`src/rtl/assert_macros.svh`:
```
// assertion macros included by the huffman frequency merge top level
`ifndef ASSERT_MACROS_SVH
`define ASSERT_MACROS_SVH

`ifndef NO_ASSERTIONS

// property that must hold at every rising clock edge out of reset
`define HFM_ASSERT(lbl, prop, msg) \
    lbl: assert property (@(posedge i_clk) disable iff (!i_rst_n) (prop)) else $error(msg);

// same-cycle implication
`define HFM_ASSERT_IMP(lbl, ante, cons, msg) \
    lbl: assert property (@(posedge i_clk) disable iff (!i_rst_n) (ante) |-> (cons)) \
        else $error(msg);

`else

`define HFM_ASSERT(lbl, prop, msg)
`define HFM_ASSERT_IMP(lbl, ante, cons, msg)

`endif

`endif

```
`src/rtl/hfm_ram.sv`:
```
// generic single write port, single read port ram with registered read
module hfm_ram #(
    parameter int WIDTH = 8,
    parameter int DEPTH = 16
) (
    input  logic                     i_clk,
    input  logic                     i_we,
    input  logic [$clog2(DEPTH)-1:0] i_waddr,
    input  logic [WIDTH-1:0]         i_wdata,
    input  logic [$clog2(DEPTH)-1:0] i_raddr,
    output logic [WIDTH-1:0]         o_rdata
);

    logic [WIDTH-1:0] r_mem [DEPTH];
    logic [WIDTH-1:0] r_rdata;

    // write port
    always_ff @(posedge i_clk) begin
        if (i_we) begin
            r_mem[i_waddr] <= i_wdata;
        end
    end

    // registered read port
    always_ff @(posedge i_clk) begin
        r_rdata <= r_mem[i_raddr];
    end

    assign o_rdata = r_rdata;

endmodule

```
`config.mk`:
```
export PLATFORM = sky130hd
export DESIGN_NAME = hfm_ram
export DESIGN_NICKNAME = d
export VERILOG_FILES = /design/src/rtl/assert_macros.svh /design/src/rtl/hfm_ram.sv
export SDC_FILE = /design/constraint.sdc
export NUM_CORES = 1
export LEC_CHECK = 0
export ABC_AREA = 1
export BUFFER_PORTS_ARGS = -buffer_cell sky130_fd_sc_hd__buf_2
export CAP_MARGIN = 25
export CORE_MARGIN = 2
export CORE_UTILIZATION = 55
export CTS_CLUSTER_DIAMETER = 60
export DETAILED_ROUTE_END_ITERATION = 8
export PLACE_DENSITY = 0.72
export SYNTH_ARGS = -nofsm -noshare
export SYNTH_HDL_FRONTEND = slang
export SYNTH_SLANG_ARGS = --single-unit
```
`constraint.sdc`:
```
create_clock -name i_clk -period 1.7 [get_ports i_clk]
set_clock_uncertainty 0.1 [all_clocks]
set_input_delay 0.255 -clock i_clk [delete_from_list [all_inputs] [get_ports i_clk]]
set_output_delay 0.255 -clock i_clk [all_outputs]
set_load 0.01 [all_outputs]
```
# After elaboration in Yosys (flattened, before gate mapping)
# Memory sizes are Yosys's and may differ from the RTL's. A register that Yosys moved wholly into a read port is not among the register bits.
# Index checks and enable logic that the tools add are counted.
[totals] mem_bits_rw=128 regBits=0 memories=1
[memory_table] name="r_mem" depth=16 width=8 rd=1 rd_clocked_by_memory_dff=1 wr=1 line="hfm_ram.sv:14" text="logic [WIDTH-1:0] r_mem [DEPTH];"
[classes] muxes=2
[ops] operator="$mux 1" count=2

# Logic depth before layout (Yosys ltp)
# Gate-level depths: netlist of the first run.
[depth] ltp_word=2 mapped_depth=8 mapped_depth_nobuf=7

# Worst setup path after synthesis of the first run
# Ideal clock, no wire load.
[synth_path] kind="input to register" start="input i_waddr[2]" end="memory r_mem[10][0] (enable)" path_slack_ns=0.394 n_path_buf=0 required_ns=1.230 path_stages=2 arrival_ns=0.836 cell_sequence="nand3b_1 -> nor2_1"
[synth_lines] item="from (decl)" line="hfm_ram.sv:8" text="input logic [$clog2(DEPTH)-1:0] i_waddr,"
[synth_lines] item="to (decl)" line="hfm_ram.sv:14"
# Straight into the memory's write port.

==> results of run 1 <==
cell families after synthesis:
family                 count (synthesis)  share of synthesized area
and+or+nand+nor                      289                     0.2105
buffers and inverters                126                    0.09525
DFF                                  136                     0.6943
registers in the layout (all words and copies together) (netlist names):
name,flops
r_mem,128
o_rdata,8
cells in the final DEF, fill, tap and decap left out:
master and n:
nand2_1 173, nand3b_1 2, buf_12 2, clkbuf_1 3, buf_4 25, inv_2 2
clkinvlp_4 2, buf_2 25, nand3_1 97, clkinv_4 3, inv_1 100, clkinv_2 1
bufinv_16 6, dlygate4sd3_1 2, edfxtp_1 128, clkbuf_16 16, clkbuf_8 1, nor2_1 17
dfxtp_1 8
layout make-up:
| type | count | share of cell area |
|---|---|---|
| tap | 136 | 0.02504 |
| sequential | 136 | 0.5892 |
| clock buffer | 20 | 0.06260 |
| timing repair buffer | 54 | 0.05487 |
| clock inverter | 12 | 0.03333 |
| multi-input combinational | 289 | 0.1786 |
| inverter | 102 | 0.05634 |
worst register-to-register path, stage by stage, from the launching register on:
cell and delay [ps]:
edfxtp_1 360, inv_1 60, nand2_1 40, nand3_1 90, nand3_1 90, nand3_1 80
dlygate4sd3_1 560, nand2_1 50
stage by stage:
step | area (um2) | setup WS (ps) | util
floorplan | 5767 | 394.2 | -
global placement | 6123 | 188.7 | 0.5985
detailed placement | 6123 | 177.8 | 0.5985
CTS | 6795 | 194.5 | 0.6642
global route | 6795 | 45.82 | 0.6642
finish | 6795 | 173.8 | 0.6642
final timing paths:
kind | end | slack, ps | cells past startpoint
worst max-delay path | o_rdata[7] | 170 | 7
worst min-delay path | r_mem[0][0] | 40 | 1
worst max register to register | o_rdata[7] | 170 | 7
worst min register to register | o_rdata[6] | 570 | 6
per-layer routing:
| metal | global-route usage | part of all wire | vias up |
|---|---|---|---|
| li1 | - | - | 1869 |
| met1 | 0.3119 | 0.40 | 1820 |
| met2 | 0.3933 | 0.49 | 149 |
| met3 | 0.05518 | 0.070 | 31 |
| met4 | 0.1137 | 0.033 | 0 |
| met5 | 0 | 0 | - |
report_power, final:
group	switching (W)	leakage (nW)	internal (W)
registers	0.0000233	1.22	0.00375
logic	0.000330	1.45	0.000149
clock network	0.00134	0.309	0.00268
total	0.00170	2.98	0.00658
timing repair:
action,in CTS,in global routing
hold buffers,2,0
gates resized for setup,0,0
setup endpoints to repair,0,0
hold endpoints to repair,4,0
setup buffers,0,0
==> results.md, run 1 <==
* Die ar. at 11320 um2
* Distinct cells, synth at 12
* Post-synth EDFFs at 128
* Detailed Route Iter0 Violations at 236
* Die width at 106.4 um
* Top FF cell, synth: edfxtp_1
* Root buf cell: clkbuf_8
* Final HPWL from detailed placement at 7794 um
* Grt ovf at 0
* Clock transition at path regs at 60 ps
* Clock sinks at 136
* Power per cell area at 1218 nW/um2
* Vias in the first global route at 3838
* Post-Syn Area at 5767 um2
* Nets@finish at 618
* First-pass DRT Iterations at 7
* Fillers at 799
* Yosys warns at 0
* Chip Height at 106.4 um
* Setup Viol. Count Final at 0
* Slew Viols, Final at 0
* Worst hold path type: in2reg
* CP peak stage delay at 560 ps
* Synth cell count leaders: 173 x nand2_1, 128 x edfxtp_1, 100 x inv_1, 97 x nand3_1, 17 x nor2_1
* Core Region at 10230 um2
* Endpoints failing hold at 0
* Max-cap viol count at 0
* CP max stage cell: dlygate4sd3_1
* Clock buffer depth at 2
* Area growth, synth to finish at 17.83%
* First-pass GRT wire length at 19910 um
* Syn_nets at 569
* Largest net degree at the start of global routing at 65
* Antenna violations before repair at 0
* CTS tree: built
* Worst-path cell chain: inv_1, nand2_1, nand3_1, nand3_1, nand3_1, dlygate4sd3_1, nand2_1
* Worst-Margin Slew at 388.6 ps
* Synth area leaders: edfxtp_1 67%, nand2_1 11%, nand3_1 8.4%
* CTS buffer count at 17
* Crit path kind: reg2reg
* Register Area at 4004 um2
* Seq/Total Area, Yosys at 0.6943
* Mean Syn Cell Area at 10.47 um2
* Hold Slack at 36.14 ps
* Cell Rows at 37
* Crit path capture type: register
* Cell mode on critical path: nand3_1
* Share of post-route cells with drive strength above 1 at 0.1354
* # IOs at 26
* Final non-filler cell total at 749
* Starting density of the core at 0.5637
* Flops & latches, synth at 136
* Post-route ant nets at 0
* Req. time, crit path at 2020 ps
* Worst relative slew slack at 0.7409
* Setup TNS at 0 ps
* Crit share post-route at 0.8978
* Leakage at 2.980 nW
* Worst R2R Start: r_mem[9][7]
* # DRC at 0
* H-tree Lvls at 4
* Cells after DPL at 715
* Max frequency at 655.2 MHz
* Gr usage total at 0.2426
* Multi-input gate area at 1214 um2
* Worst Hold Launch: i_wdata[0]
* Asr flop ratio synth at 0
* Final Power at 0.008276 W
* RSZ-0062 raised after global routing: false
* VDD IR max at 711.7 uV
* Fin crit period at 1526 ps
* Arr. time, crit path at 1850 ps
* Buf+Inv Stages, Crit Path at 2
* Final WL at 12840 um
* Cells after synthesis at 551
* Gpl congestion at 0.8355
* Largest area contributor in the netlist: edfxtp_1
* Skew-Pair Late Insertion Delay at 530 ps
* Vias/cell at 5.166
* Status: finished, final reports clean
* Cell with the most instances after synthesis: nand2_1
* # diodes at 0
* Crit Path Max Fanout at 1
* Wirelength per Cell at 17.14 um
* Port Buffers at 25
* Post-synth top area share at 0.6665
* CP startpoint kind: register
* DR vias at 3869
* CP Launch Point: r_mem[9][7]
* Worst path top cell family by delay: buffers and inverters
No activity file was read; power rests on OpenSTA's default activity.
==> run 2: changes to the inputs <==
CORE_ASPECT_RATIO = 1.2   (was default)
==> results.md, run 2 (synthesis gave the netlist of run 1 again) <==
* Status: finished, final reports clean
* Crit path kind: reg2out
* Largest net degree at the start of global routing at 46
* Worst-Margin Slew at 373.4 ps
* Crit path capture type: output pin
* H-tree Lvls at 4
* Top reg by flops: r_mem
* First-pass GRT wire length at 19570 um
* Hold Crit Depth at 3
* Number of flip-flops in the largest register at 128
* Register Area at 4004 um2
* Multi-input gate area at 1214 um2
* Power per cell area at 1189 nW/um2
* Post CTS Setup Buffer Count at 0
* Post-route ant nets at 0
* Cell Rows at 40
* Fillers at 752
* VDD IR max at 936.2 uV
* Detailed Route Iter0 Violations at 350
* Chip Height at 116.2 um
* Share of post-route cells with drive strength above 1 at 0.1349
* CP peak stage delay at 400 ps
* # diodes at 0
* Req. time, crit path at 1340 ps
* Hold_buf cts at 0
* Most common cell after layout, fill and taps aside: nand2_1
* # DRC at 0
* Root buf cell: clkbuf_16
* Final non-filler cell total at 734
* Wirelength per Cell at 17.13 um
* Worst hold path type: in2reg
* # resized after CTS at 0
* Crit share post-route at 0.7842
* Worst path top cell family by delay: flip-flops
* Worst relative slew slack at 0.7511
* CP startpoint kind: register
* Skew-Pair Late Insertion Delay at 420 ps
* CTS tree: built
* Final WL at 12580 um
* Setup TNS at 0 ps
* Gr usage total at 0.2360
* Worst-case reg-to-reg path depth at 6
* Fin util at 0.6653
* Grt ovf at 0
* Setup Viol. Count Final at 0
* CP max stage cell: dfxtp_1
* Endpoints failing hold at 0
* Vias in the first global route at 3771
* Worst R2R Start: r_mem[0][6]
* R2r endpoint: o_rdata[6]
* Gpl congestion at 0.8546
* Clock buffer depth at 2
* Max frequency at 750.1 MHz
* Fin crit period at 1333 ps
* Worst hold endpoint: o_rdata[4]
* Slew Viols, Final at 0
* Port Buffers at 25
* Buf+Inv Stages, Crit Path at 1
* Leakage at 2.958 nW
* Area growth, synth to finish at 16.64%
* Reg-to-reg slack, setup at 580 ps
* Worst Hold Launch: i_raddr[3]
* First-pass DRT Iterations at 5
* CTS buffer count at 17
* Die ar. at 11320 um2
* DR vias at 3861
* Final HPWL from detailed placement at 7702 um
* Clock transition at path regs at 60 ps
* # IOs at 26
* Worst-path cell chain: buf_2
* Starting density of the core at 0.5704
* Most frequent cells in the layout: 173 x nand2_1, 128 x edfxtp_1, 100 x inv_1
* Antenna violations before repair at 0
* Cells after DPL at 702
* Max-cap viol count at 0
* Nets@finish at 613
* Core Region at 10110 um2
* Vias/cell at 5.260
* Arr. time, crit path at 980 ps
* Clock sinks at 136
* RSZ-0062 raised after global routing: false
* Crit Path Max Fanout at 1
* Die width at 97.48 um
[run 2: stage by stage]
step / hold WS (ps) / area (um2) / setup WS [ps] / total power [W]
after detailed placement: 541.8 / 6113 / 287.4 / 0.004316
after floorplan: 253.9 / 5767 / 394.2 / 0.004111
final: 103.3 / 6726 / 366.9 / 0.007994
after CTS: 99.31 / 6726 / 356.2 / 0.008022
after global routing: 114.6 / 6726 / 348.5 / 0.008198
after global placement: 542.8 / 6113 / 309.3 / 0.004304
[run 2: worst max path at each step]
| stage | slack, ps | startpoint | cells past startpoint | end |
|---|---|---|---|---|
| 2_1_floorplan | 390 | i_waddr[2] | 2 | r_mem[10][0] |
| 3_3_place_gp | 310 | i_raddr[0] | 8 | o_rdata[6] |
| 3_5_place_dp | 290 | i_raddr[0] | 8 | o_rdata[6] |
| 4_1_cts | 360 | o_rdata[7] | 1 | o_rdata[7] |
| 5_1_grt | 350 | o_rdata[7] | 1 | o_rdata[7] |
| 6_report | 370 | o_rdata[7] | 1 | o_rdata[7] |
[run 2: area by class of cell]
type                    instances  share of cell area
clock buffers                  20             0.06938
clock inverters                12             0.02176
inverters                     102             0.05692
multi-input cells             289              0.1804
flip-flops and latches        136              0.5952
well taps                     126             0.02344
repair buffers                 49             0.05283
[run 2: power breakdown]
group          switching [W]  internal, W  total, W  leakage, nW
sequential         0.0000248      0.00375   0.00377         1.22
clock                0.00133      0.00241   0.00375        0.300
combinational       0.000325     0.000148  0.000473         1.43
total                0.00168      0.00631   0.00799         2.96
[run 2: layer usage]
metal | vias to the layer above | track usage | wire (um)
li1 | 1862 | - | -
met4 | 0 | 0.1250 | 364
met5 | - | 0 | 0
met2 | 174 | 0.4087 | 6530
met3 | 32 | 0.05087 | 925
met1 | 1793 | 0.2808 | 4756
==> run 3: changes to the inputs <==
PLACE_DENSITY = 0.75   (was 0.72)
clock period = 1.2 ns   (was 1.7 ns; I/O delays follow)
==> results.md, run 3 (synthesis gave the netlist of run 1 again) <==
* Post CTS Setup Buffer Count at 0
* CP max stage cell: dfxtp_1
* Final HPWL from detailed placement at 8339 um
* Post-route ant nets at 0
* Root buf cell: clkbuf_16
* R2r endpoint: o_rdata[6]
* Worst-Margin Slew at 402.1 ps
* CP startpoint kind: register
* CP peak stage delay at 350 ps
* Fin util at 0.6645
* Status: finished, final reports clean
* Req. time, crit path at 920 ps
* Cell Rows at 40
* Starting density of the core at 0.5704
* Combinational Power Share at 0.068
* VDD IR max at 1092 uV
* Vias in the first global route at 4069
* Share of post-route cells with drive strength above 1 at 0.1380
* DR vias at 3957
* Vias/cell at 5.333
* Nets@finish at 622
* Worst hold path type: in2reg
* Largest net degree at the start of global routing at 32
* Worst-case reg-to-reg path depth at 6
* Gpl congestion at 0.8880
* Instance count on the critical path at 1
* Arr. time, crit path at 900 ps
* Sw Share at 0.2214
* Clock buffer depth at 2
* Fin crit period at 1184 ps
* Setup Viol. Count Final at 0
* Max frequency at 844.8 MHz
* # DRC at 0
* Leakage at 2.953 nW
* NetSw at 0.002310 W
* Endpoints failing hold at 0
* Pre-CTS WS at -128.8 ps
* Crit Path Max Fanout at 1
* Buf+Inv Stages, Crit Path at 1
* Final WL at 13070 um
* Slew Viols, Final at 0
* Worst relative slew slack at 0.7319
* Crit path capture type: output pin
* Worst path top cell family by delay: flip-flops
* Cells after DPL at 710
* Power per cell area at 1553 nW/um2
* Number of flip-flops in the largest register at 128
* Most common cell after layout, fill and taps aside: nand2_1
* CTS buffer count at 17
* Clock power frac at 0.419
* Crit path kind: reg2out
* Most frequent cells in the layout: 173 x nand2_1, 128 x edfxtp_1, 100 x inv_1
* Die ar. at 11320 um2
* Die width at 97.48 um
* Top reg by flops: r_mem
* H-tree Lvls at 4
* Crit share post-route at 0.9864
* Int Pwr at 0.008124 W
* Gr usage total at 0.2479
* Area growth, synth to finish at 16.49%
* First-pass GRT wire length at 20790 um
* Worst-path cell chain: buf_2
* Setup crit end: o_rdata[3]
* Final worst slack at 16.31 ps
* Chip Height at 116.2 um
* Core Region at 10110 um2
* Grt ovf at 0
* Skew-Pair Late Insertion Delay at 410 ps
* # IOs at 26
* Worst R2R Start: r_mem[15][6]
* Sequential Power Share at 0.513
* Max-cap viol count at 0
* RSZ-0062 raised after global routing: false
* CTS tree: built
* First-pass DRT Iterations at 5
* Clock transition at path regs at 50 ps
* Detailed Route Iter0 Violations at 295
* Wirelength per Cell at 17.61 um
* Final non-filler cell total at 742
* # diodes at 0
* Reg-to-reg slack, setup at 80 ps
* Clock sinks at 136
* Antenna violations before repair at 0
* Port Buffers at 25
* CP Launch Point: o_rdata[3]
[run 3: changes by cell type in the layout (fill, tap and decap cells not counted)]
cell / previous run / this run
buf_4: 20 / 25
clkinvlp_4: 2 / 3
inv_6: 2 / 0
buf_12: 4 / 7
dfxtp_1: 8 / 7
clkbuf_1: 0 / 2
clkinv_2: 4 / 5
bufinv_16: 3 / 0
clkbuf_8: 3 / 0
dlygate4sd3_1: 0 / 1
clkinv_1: 1 / 4
dfxtp_2: 0 / 1
[run 3: stage by stage]
| step | TNS [ps] | cell area (um2) | hold slack, ps | power [W] |
|---|---|---|---|---|
| floorplan | -1974 | 5767 | 178.9 | 0.005825 |
| global placement | -3117 | 6211 | 424.9 | 0.006127 |
| detailed placement | -6323 | 6211 | 399.5 | 0.006149 |
| CTS | 0 | 6718 | 68.46 | 0.01048 |
| global route | 0 | 6718 | 80.92 | 0.01075 |
| finish | 0 | 6718 | 78.75 | 0.01043 |
[run 3: power by group through the flow]
stage                     combinational (W)  clock, W  sequential (W)
after floorplan                    0.000375         0         0.00545
after global placement             0.000685         0         0.00544
after detailed placement           0.000702         0         0.00545
after CTS                          0.000714   0.00442         0.00535
after global routing               0.000785   0.00460         0.00536
final                              0.000712   0.00437         0.00535
[run 3: worst min-delay path by stage]
stage	from	end	depth (start not counted)
CTS	i_wdata[5]	r_mem[3][5]	1
detailed placement	i_raddr[3]	o_rdata[4]	3
finish	i_wdata[5]	r_mem[1][5]	1
floorplan	i_wdata[0]	r_mem[0][0]	0
global placement	i_raddr[3]	o_rdata[4]	3
global route	i_wdata[5]	r_mem[2][5]	1
[run 3: what timing repair did]
item / 4_1_cts / 5_1_grt
hold buffers: 1 / 0
hold endpoints to repair: 1 / 0
resized for setup: 1 / 0
setup endpoints to repair: 1 / 0
[run 3: routing by layer]
metal,share of wire,global-route usage,vias to the layer above
li1,-,-,1879
met1,0.39,0.2979,1896
met2,0.52,0.4239,148
met3,0.061,0.05147,34
met4,0.030,0.1380,0
met5,0,0,-
[run 3: layout make-up]
class / count / area, um2
flip-flops and latches: 136 / 4005
fillers: 754 / 3392
multi-input cells: 289 / 1214
repair buffers: 58 / 462.9
clock buffers: 19 / 432.9
inverters: 102 / 382.9
well taps: 126 / 157.7
clock inverters: 12 / 62.56
[run 3: worst reg2reg max path: cells and delay by family (launching register included)]
family,cells,cell delay (ps)
buffers and inverters,1,70
DFF,1,390
and+or+nand+nor,5,460
